[src/hw/rtl/tss_pkg.sv]
// Shared types and constants for the thread scheduler with semaphores.
package tss_pkg;

	localparam int unsigned MaxThreads = 16;
	localparam int unsigned MaxSems = 8;

	typedef enum logic [2:0] {
		MODE_CREATE  = 3'd0,
		MODE_TICK    = 3'd1,
		MODE_EXIT    = 3'd2,
		MODE_JOIN    = 3'd3,
		MODE_SINIT   = 3'd4,
		MODE_WAIT    = 3'd5,
		MODE_POST    = 3'd6,
		MODE_DESTROY = 3'd7
	} mode_t;

	typedef enum logic [2:0] {
		STS_OK      = 3'd0,
		STS_NOSLOT  = 3'd1,
		STS_BADSEM  = 3'd2,
		STS_BUSY    = 3'd3,
		STS_NONE    = 3'd4,
		STS_UNKNOWN = 3'd5
	} status_t;

	typedef enum logic [2:0] {
		TH_FREE  = 3'd0,
		TH_READY = 3'd1,
		TH_RUN   = 3'd2,
		TH_BLOCK = 3'd3,
		TH_TERM  = 3'd4
	} th_state_t;

	// controller -> datapath
	typedef struct packed {
		logic load;     // capture transaction, decode
		logic exec;     // perform command body
		logic sched_st; // start schedule (running -> ready)
		logic sched_sl; // examine one slot
	} tss_cmd_t;

	// datapath -> controller
	typedef struct packed {
		logic need_sched; // command ends in a schedule
		logic found;      // examined slot is ready
		logic last;       // examined slot was the final one
	} tss_sts_t;

endpackage

[src/hw/rtl/tss_datapath.sv]
// Datapath: thread tables, semaphore tables, command execution and slot scan.
module tss_datapath #(
	parameter int unsigned MAX_THREADS = tss_pkg::MaxThreads,
	parameter int unsigned MAX_SEMS = tss_pkg::MaxSems
) (
	input  logic             clk,
	input  logic             arst_n,
	input  tss_pkg::tss_cmd_t cmd,
	output tss_pkg::tss_sts_t sts,
	input  logic [2:0]       mode,
	input  logic [3:0]       target_thread,
	input  logic [2:0]       sem_index,
	input  logic [15:0]      sem_start_value,
	input  logic [31:0]      exit_word,
	output logic [2:0]       res_status,
	output logic [3:0]       res_created,
	output logic [3:0]       res_running,
	output logic [31:0]      res_jw,
	output logic             res_xr
);
	import tss_pkg::*;

	localparam int unsigned TW = (MAX_THREADS > 1) ? $clog2(MAX_THREADS) : 1;
	localparam int unsigned SW = (MAX_SEMS > 1) ? $clog2(MAX_SEMS) : 1;
	localparam int unsigned NW = TW + 1;

	th_state_t       th_q [MAX_THREADS];
	logic            jv_q [MAX_THREADS]; // joiner present
	logic [TW-1:0]   jn_q [MAX_THREADS];
	logic [31:0]     ex_q [MAX_THREADS];
	logic            lv_q [MAX_THREADS]; // wait link present
	logic [TW-1:0]   ln_q [MAX_THREADS];
	logic [TW-1:0]   cur_q;
	logic [NW-1:0]   nid_q;
	logic [15:0]     cnt_q [MAX_SEMS];
	logic            live_q [MAX_SEMS];
	logic            hv_q [MAX_SEMS];
	logic [TW-1:0]   hd_q [MAX_SEMS];
	logic [TW-1:0]   tl_q [MAX_SEMS];

	logic [2:0]      mode_q;
	logic [3:0]      tgt_q;
	logic [2:0]      si_q;
	logic [15:0]     start_q;
	logic [31:0]     ew_q;
	logic [TW-1:0]   scan_q;
	logic [NW-1:0]   left_q;
	logic            nsched_q;

	logic [TW-1:0]   tg;
	logic [SW-1:0]   sj;
	logic            tgt_ok, si_ok, sem_ok;
	logic [2:0]      emode;
	logic [TW-1:0]   hd;

	assign tg = TW'(tgt_q);
	assign sj = SW'(si_q);
	assign tgt_ok = ({{(32-4){1'b0}}, tgt_q} < MAX_THREADS);
	assign si_ok = ({{(32-3){1'b0}}, si_q} < MAX_SEMS);
	assign sem_ok = si_ok && live_q[sj];
	assign hd = hd_q[sj];

	always_comb begin
		emode = mode_q;
		if ((mode_q == MODE_EXIT || mode_q == MODE_JOIN || mode_q == MODE_WAIT)
				&& th_q[cur_q] != TH_RUN)
			emode = MODE_TICK;
	end

	assign sts.need_sched = nsched_q;
	assign sts.found = (th_q[scan_q] == TH_READY);
	assign sts.last = (left_q == NW'(1));
	assign res_running = 4'(cur_q);

	always_ff @(posedge clk or negedge arst_n) begin
		if (!arst_n) begin
			for (int i = 0; i < MAX_THREADS; i++) begin
				th_q[i] <= (i == 0) ? TH_RUN : TH_FREE;
				jv_q[i] <= 1'b0;
				lv_q[i] <= 1'b0;
				ex_q[i] <= '0;
			end
			for (int s = 0; s < MAX_SEMS; s++) begin
				cnt_q[s] <= '0;
				live_q[s] <= 1'b0;
				hv_q[s] <= 1'b0;
			end
			cur_q <= '0;
			nid_q <= NW'(1);
			nsched_q <= 1'b0;
			res_status <= STS_OK;
			res_created <= '0;
			res_jw <= '0;
			res_xr <= 1'b0;
		end else begin
			if (cmd.load) begin
				mode_q <= mode;
				tgt_q <= target_thread;
				si_q <= sem_index;
				start_q <= sem_start_value;
				ew_q <= exit_word;
			end
			if (cmd.exec) begin
				res_status <= STS_OK;
				res_created <= '0;
				res_jw <= '0;
				res_xr <= 1'b0;
				nsched_q <= 1'b0;
				case (emode)
					MODE_CREATE: begin
						if ({{(32-NW){1'b0}}, nid_q} >= MAX_THREADS) begin
							res_status <= STS_NOSLOT;
						end else begin
							res_created <= 4'(nid_q);
							th_q[nid_q[TW-1:0]] <= TH_READY;
							jv_q[nid_q[TW-1:0]] <= 1'b0;
							lv_q[nid_q[TW-1:0]] <= 1'b0;
							nid_q <= nid_q + NW'(1);
						end
					end
					MODE_TICK: nsched_q <= 1'b1;
					MODE_EXIT: begin
						th_q[cur_q] <= TH_TERM;
						ex_q[cur_q] <= ew_q;
						if (jv_q[cur_q] && th_q[jn_q[cur_q]] == TH_BLOCK)
							th_q[jn_q[cur_q]] <= TH_READY;
						nsched_q <= 1'b1;
					end
					MODE_JOIN: begin
						if (!tgt_ok || th_q[tg] == TH_FREE) begin
							res_status <= STS_UNKNOWN;
						end else begin
							if (th_q[tg] == TH_TERM) begin
								res_jw <= ex_q[tg];
								res_xr <= 1'b1;
							end else if (!jv_q[tg]) begin
								th_q[cur_q] <= TH_BLOCK;
								jv_q[tg] <= 1'b1;
								jn_q[tg] <= cur_q;
							end
							nsched_q <= 1'b1;
						end
					end
					MODE_SINIT: begin
						if (!si_ok) begin
							res_status <= STS_BADSEM;
						end else if (live_q[sj] && hv_q[sj]) begin
							res_status <= STS_BUSY;
						end else begin
							cnt_q[sj] <= start_q;
							live_q[sj] <= 1'b1;
							hv_q[sj] <= 1'b0;
						end
					end
					MODE_WAIT: begin
						if (!sem_ok) begin
							res_status <= STS_BADSEM;
						end else if (cnt_q[sj] != '0) begin
							cnt_q[sj] <= cnt_q[sj] - 16'd1;
						end else begin
							th_q[cur_q] <= TH_BLOCK;
							lv_q[cur_q] <= 1'b0;
							if (hv_q[sj]) begin
								lv_q[tl_q[sj]] <= 1'b1;
								ln_q[tl_q[sj]] <= cur_q;
							end else begin
								hv_q[sj] <= 1'b1;
								hd_q[sj] <= cur_q;
							end
							tl_q[sj] <= cur_q;
							nsched_q <= 1'b1;
						end
					end
					MODE_POST: begin
						if (!sem_ok) begin
							res_status <= STS_BADSEM;
						end else if (hv_q[sj]) begin
							if (th_q[hd] == TH_BLOCK)
								th_q[hd] <= TH_READY;
							hv_q[sj] <= lv_q[hd];
							hd_q[sj] <= ln_q[hd];
							lv_q[hd] <= 1'b0;
						end else if (cnt_q[sj] != 16'hFFFF) begin
							cnt_q[sj] <= cnt_q[sj] + 16'd1;
						end
					end
					default: begin
						if (!sem_ok) begin
							res_status <= STS_BADSEM;
						end else if (hv_q[sj]) begin
							res_status <= STS_BUSY;
						end else begin
							live_q[sj] <= 1'b0;
							cnt_q[sj] <= '0;
						end
					end
				endcase
			end
			if (cmd.sched_st) begin
				if (th_q[cur_q] == TH_RUN)
					th_q[cur_q] <= TH_READY;
				scan_q <= (cur_q == TW'(MAX_THREADS - 1)) ? '0 : cur_q + TW'(1);
				left_q <= NW'(MAX_THREADS);
			end
			if (cmd.sched_sl) begin
				if (sts.found) begin
					th_q[scan_q] <= TH_RUN;
					cur_q <= scan_q;
				end else if (sts.last) begin
					res_status <= STS_NONE;
				end
				scan_q <= (scan_q == TW'(MAX_THREADS - 1)) ? '0 : scan_q + TW'(1);
				left_q <= left_q - NW'(1);
			end
		end
	end

endmodule

[src/hw/rtl/tss_ctrl.sv]
// Controller: sequences load, execute, slot scan and result delivery.
module tss_ctrl (
	input  logic              clk,
	input  logic              arst_n,
	input  logic              in_valid,
	output logic              in_stall,
	output logic              out_valid,
	input  logic              out_stall,
	output tss_pkg::tss_cmd_t cmd,
	input  tss_pkg::tss_sts_t sts
);
	import tss_pkg::*;

	typedef enum logic [2:0] {
		S_IDLE, S_EXEC, S_SST, S_SCAN, S_OUT
	} state_t;

	state_t state_q;

	assign in_stall = (state_q != S_IDLE);
	assign out_valid = (state_q == S_OUT);

	always_comb begin
		cmd = '0;
		cmd.load = (state_q == S_IDLE) && in_valid;
		cmd.exec = (state_q == S_EXEC);
		cmd.sched_st = (state_q == S_SST) && sts.need_sched;
		cmd.sched_sl = (state_q == S_SCAN);
	end

	always_ff @(posedge clk or negedge arst_n) begin
		if (!arst_n) begin
			state_q <= S_IDLE;
		end else begin
			case (state_q)
				S_IDLE: if (in_valid) state_q <= S_EXEC;
				S_EXEC: state_q <= S_SST;
				S_SST: state_q <= sts.need_sched ? S_SCAN : S_OUT;
				S_SCAN: if (sts.found || sts.last) state_q <= S_OUT;
				S_OUT: if (!out_stall) state_q <= S_IDLE;
				default: state_q <= S_IDLE;
			endcase
		end
	end

`ifndef ASSERT_OFF
	a_one_cmd: assert property (@(posedge clk) disable iff (!arst_n)
		$onehot0({cmd.load, cmd.exec, cmd.sched_st, cmd.sched_sl}))
		else $error("multiple commands");
	a_exec_after_load: assert property (@(posedge clk) disable iff (!arst_n)
		cmd.load |=> cmd.exec) else $error("no exec after load");
	a_out_hold: assert property (@(posedge clk) disable iff (!arst_n)
		(out_valid && out_stall) |=> out_valid) else $error("result dropped");
`endif

endmodule

[src/hw/rtl/thread_scheduler_with_semaphores.sv]
// Top level of the thread scheduler with semaphores.
// Usage:
//   One command transaction enters on the input channel (valid/stall);
//   each produces exactly one result transaction on the output channel.
//   The block handles one command at a time: in_stall stays high from
//   acceptance until the result has been taken.
// Sequence:
//   Each command passes S_EXEC and S_SST before its result shows in S_OUT.
//   Commands without a schedule (create, semaphore init/post/destroy,
//   a wait that takes a unit, a join of an unknown thread) go straight
//   to S_OUT. Tick, exit, join and a blocking wait add a round-robin
//   scan (S_SCAN) that examines one thread slot per cycle, at most
//   MAX_THREADS slots. The slot scan sets the rate.
// Reset:
//   arst_n resets asynchronously: slot 0 running, other slots free,
//   no joiners, exit values zero, all semaphores dead and empty.
// Stall:
//   While out_stall is high the result is held stable and no new
//   command is taken.
module thread_scheduler_with_semaphores #(
	parameter int unsigned MAX_THREADS = tss_pkg::MaxThreads,
	parameter int unsigned MAX_SEMS = tss_pkg::MaxSems
) (
	input  logic        clk,
	input  logic        arst_n,
	input  logic        in_valid,
	output logic        in_stall,
	input  logic [2:0]  mode,
	input  logic [3:0]  target_thread,
	input  logic [2:0]  sem_index,
	input  logic [15:0] sem_start_value,
	input  logic [31:0] exit_word,
	output logic        out_valid,
	input  logic        out_stall,
	output logic [2:0]  status,
	output logic [3:0]  created_thread,
	output logic [3:0]  running_thread,
	output logic [31:0] joined_exit_word,
	output logic        exit_ready
);
	import tss_pkg::*;

	tss_cmd_t cmd;
	tss_sts_t sts;

	tss_ctrl u_ctrl (
		.clk(clk), .arst_n(arst_n),
		.in_valid(in_valid), .in_stall(in_stall),
		.out_valid(out_valid), .out_stall(out_stall),
		.cmd(cmd), .sts(sts)
	);

	tss_datapath #(.MAX_THREADS(MAX_THREADS), .MAX_SEMS(MAX_SEMS)) u_dp (
		.clk(clk), .arst_n(arst_n), .cmd(cmd), .sts(sts),
		.mode(mode), .target_thread(target_thread), .sem_index(sem_index),
		.sem_start_value(sem_start_value), .exit_word(exit_word),
		.res_status(status), .res_created(created_thread),
		.res_running(running_thread), .res_jw(joined_exit_word),
		.res_xr(exit_ready)
	);

`ifndef ASSERT_OFF
	a_no_accept_busy: assert property (@(posedge clk) disable iff (!arst_n)
		out_valid |-> in_stall) else $error("input open while result pending");
	a_status_range: assert property (@(posedge clk) disable iff (!arst_n)
		out_valid |-> (status <= STS_UNKNOWN)) else $error("bad status");
	a_xr_ok: assert property (@(posedge clk) disable iff (!arst_n)
		(out_valid && exit_ready) |-> (status == STS_OK || status == STS_NONE))
		else $error("exit value with error status");
`endif

endmodule
[config.mk]
export PLATFORM = sky130hd
export DESIGN_NAME = thread_scheduler_with_semaphores
export DESIGN_NICKNAME = d
export VERILOG_FILES = /design/src/hw/rtl/tss_pkg.sv /design/src/hw/rtl/tss_datapath.sv /design/src/hw/rtl/tss_ctrl.sv /design/src/hw/rtl/thread_scheduler_with_semaphores.sv
export SDC_FILE = /design/constraint.sdc
export NUM_CORES = 2
export LEC_CHECK = 0
export BUFFER_PORTS_ARGS = -buffer_cell sky130_fd_sc_hd__clkbuf_2
export CORE_MARGIN = 2
export CORE_UTILIZATION = 50
export CTS_CLUSTER_DIAMETER = 80
export DETAILED_ROUTE_END_ITERATION = 16
export PLACE_DENSITY = 0.66
export SYNTH_ARGS = -nofsm -noshare
export SYNTH_HDL_FRONTEND = slang
export SYNTH_SLANG_ARGS = --single-unit
[constraint.sdc]
create_clock -name clk -period 4.7 [get_ports clk]
set_input_delay 0.705 -clock clk [delete_from_list [all_inputs] [get_ports clk]]
set_output_delay 0.705 -clock clk [all_outputs]
set_load 0.02 [all_outputs]
==> metrics.md <==
| Metric | Value |
|---|---|
| Status | `finished, final reports clean` |
| Most common cell after layout, fill and taps aside | `dfrtp_1` |
| Final core utilization | `57.06%` |
| Largest net degree at the start of global routing | `165` |
| Max Fclk | `220.6 MHz` |
| Mean area per synthesized cell | `12.97 sq um` |
| Clock power frac | `35.3%` |
| I/O pin count | `108` |
| Post-synth EDFFs | `259` |
| Most frequent cells in the layout | `783 x dfrtp_1, 651 x mux2_2, 277 x nand2_1, 259 x edfxtp_1, 231 x nor2_1` |
| DRT Wirelength | `155.2 mm` |
| RSZ-0062 raised after global routing | `false` |
| Lkg Pwr | `24.96 nW` |
| Final Hold Vio Count | `0` |
| Syn Inst Count | `3,975` |
| Ys Warns | `0` |
| Initial DRT Pass Iterations | `9` |
| Nets | `4,190` |
| Syn Std Cell Area | `51,560 sq um` |
| Logic pwr share | `22.6%` |
| Final worst path period share | `96.46%` |
| Crit start category | `flop` |
| Required @ worst endpoint | `5.29 ns` |
| Die X | `325.1 microns` |
| CP Class | `reg2reg` |
| Slew Limit Fails | `0` |
| Sw Ratio | `32.20%` |
| Net Count, Synth | `4,054` |
| DRC viols | `0` |
| Initial antenna violation count | `2` |
| CP startpoint | `u_dp.res_running[0]` |
| Worst-Margin Slew | `1.064 ns` |
| Finished Layout Cells | `5,571` |
| Layout cells sized above 1 | `34.46%` |
| Post-synthesis sequential area ratio | `53.50%` |
| H-tree levels | `3` |
| Total Power | `24.78 mW` |
| Port Buf Inserts | `107` |
| Worst-path fanout max | `23` |
| Fin Setup TNS | `0 ns` |
| Sequential power share | `42.1%` |
| Clock Pin Slew Worst Setup and Hold Paths | `0.06 ns` |
| CTS tree | `done` |
| Hold path startpoint | `sem_start_value[3]` |
| R2r startpoint | `u_dp.res_running[0]` |
| Vias in the first global route | `35.60k` |
| CP Capture Type | `flop` |
| TritonCTS Buffers | `109` |
| Gpl congestion | `1.130` |
| Via-per-instance ratio | `6.400` |
| Post-synth top flop | `dfrtp_1` |
| Initial core utilization | `50.53%` |
| Peak supply drop | `0.0003359 V` |
| Wire per inst | `27.85 microns` |
| P_int | `16.80 mW` |
| Congestion Overflow GR | `0` |
| GRT Util Overall | `29.47%` |
| Min Hold Slack | `0.1582 ns` |
| Cells after DPL | `5,366` |
| Synthesized flop and latch total | `1,051` |
| Core Footprint | `102,000 sq um` |
| Hold Path Class | `in2reg` |
| Clock sinks | `1,051` |
| PwrDens | `425.6 nW/um^2` |
| Die area | `105,700 sq um` |
| Site Rows | `117` |
| Vias | `35.66k` |
| Filler cells | `8,369` |
| DRT iter0 DRCs | `3,900` |
| Skew final | `0.06860 ns` |
| Clock root cell | `clkbuf_16` |
| Net Sw Power | `7.979 mW` |
| Global-route wire length before repair | `235.1 mm` |
| Netlist cell types | `103` |
| Detail Placement HPWL | `100.9 mm` |
| DRT antenna net count | `0` |
| Normalized max-slew margin | `28.93%` |
| Fin crit period | `4.534 ns` |
| Worst skew pair latency | `0.72 ns` |
| WP data arrival | `5.13 ns` |
| Area Growth Syn to Fin | `12.93%` |
| CTS max path bufs | `3` |
| Max-Cap Viols | `0` |
| Ys async rst share | `75.07%` |
| # setup viols final | `0` |
| Die height | `325.1 microns` |
-- layout make-up --
class                   instances  area [sq um]  share of cell area [%]
flip-flops and latches       1051         27590                   47.39
clock buffers                 156          3094                   5.314
diodes                          1         2.502                0.004298
multi-input cells            2552         22480                   38.61
clock inverters                46         545.5                  0.9369
inverters                      74         279.0                  0.4792
repair buffers                323          2520                   4.328
well taps                    1368          1712                   2.940
-- cell usage after synthesis, drive strengths merged, types with 14 or more instances --
cell | count | share of area, %
nor2 | 258 | 2.0
mux4 | 223 | 9.7
nand3 | 111 | 1.1
or3 | 18 | 0.23
o21ai | 216 | 2.1
a22o | 18 | 0.31
o221ai | 19 | 0.32
inv | 72 | 0.52
clkbuf | 180 | 1.3
a22oi | 21 | 0.31
a21oi | 94 | 0.91
a31oi | 35 | 0.42
nand2b | 24 | 0.29
mux2i | 61 | 1.2
xnor2 | 23 | 0.39
nor3 | 67 | 0.70
dfrtp | 787 | 38
edfxtp | 259 | 15
o31ai | 17 | 0.25
buf | 118 | 1.4
o22ai | 23 | 0.28
and3 | 23 | 0.29
a211oi | 26 | 0.41
ha | 17 | 0.41
a221oi | 28 | 0.53
nor2b | 31 | 0.38
o211ai | 25 | 0.36
a221o | 14 | 0.27
mux2 | 666 | 15
and2 | 16 | 0.19
nand2 | 279 | 2.0
-- cells by family (layout without fill, tap and decap cells) --
logic type / count (synthesis) / count (layout) / share of synthesized area, %
DFF: 1051 / 1051 / 53.50
muxes: 950 / 950 / 25.50
and+or+nand+nor: 902 / 902 / 8.367
AOI/OAI and AO/OA: 647 / 647 / 8.399
buffers and inverters: 372 / 599 / 3.215
xor gates and xnor gates: 36 / 36 / 0.6115
adders and majority gates: 17 / 17 / 0.4125
other: 0 / 1 / 0
-- routing by layer --
| metal | up-vias | part of all wire (%) | track usage [%] |
|---|---|---|---|
| met1 | 18548 | 43 | 43.13 |
| met4 | 2 | 4.5 | 11.85 |
| li1 | 15194 | - | - |
| met5 | - | 0.0058 | 0 |
| met2 | 1550 | 44 | 43.82 |
| met3 | 363 | 7.6 | 5.171 |
-- worst max-delay path: stages, from the launching register on --
cell and delay (ns):
dfrtp_4 0.55, buf_12 0.23, mux4_2 0.54, a22o_1 0.24
a221oi_4 0.53, mux2i_1 0.21, a22oi_1 0.29, nand4_1 0.52
buf_4 0.37, nor3_4 0.33, buf_4 0.19, nand2_1 0.13
a211oi_1 0.32
-- power groups by stage --
stage	Combinational [mW]	Sequential (mW)	Clock, mW
after CTS	5.46	10.4	8.92
after floorplan	3.15	10.4	0
final	5.61	10.4	8.75
after detailed placement	5.43	10.6	0
after global placement	5.44	10.6	0
after global routing	5.88	10.5	9.30
-- repair_timing --
| item | CTS | global route |
|---|---|---|
| resized for setup | 0 | 1 |
| hold buffers | 1 | 0 |
| buffers inserted | 0 | 1 |
| setup endpoints to repair | 0 | 142 |
| hold endpoints to repair | 46 | 0 |
-- stage by stage --
stage / instance area (sq um) / worst slack, ns
2_1_floorplan: 51560 / 0.5024
3_3_place_gp: 54550 / 0.1293
3_5_place_dp: 54550 / 0.1403
4_1_cts: 58200 / 0.1117
5_1_grt: 58220 / 0.1397
6_report: 58220 / 0.1664
-- state kept, by name (all words and copies together), names as in the netlist, 5 cells and up, named ones only --
name	count
u_dp.res_jw	32
u_dp.nid_q	5
u_dp.cnt_q	128
u_dp.ex_q	512
u_dp.left_q	5
u_dp.jn_q	64
u_dp.lv_q	16
u_dp.tl_q	32
u_dp.ew_q	32
u_dp.th_q	48
u_dp.start_q	16
u_dp.ln_q	64
u_dp.jv_q	16
u_dp.hd_q	32
u_dp.hv_q	8
-- path summary, 6_finish.rpt --
path / endpoint / slack (ns) / depth (start not counted)
hold / removal: u_dp.start_q[3] / 0.16 / 1
max in group asynchronous: u_dp.res_jw[26] / 2.12 / 4
setup / recovery: u_dp.th_q[45] / 0.17 / 12
min in group asynchronous: u_dp.ex_q[231] / 0.53 / 2
hold reg to reg: u_dp.res_jw[25] / 0.48 / 2
setup reg to reg: u_dp.th_q[45] / 0.17 / 12
No activity file was read; power rests on OpenSTA's default activity.
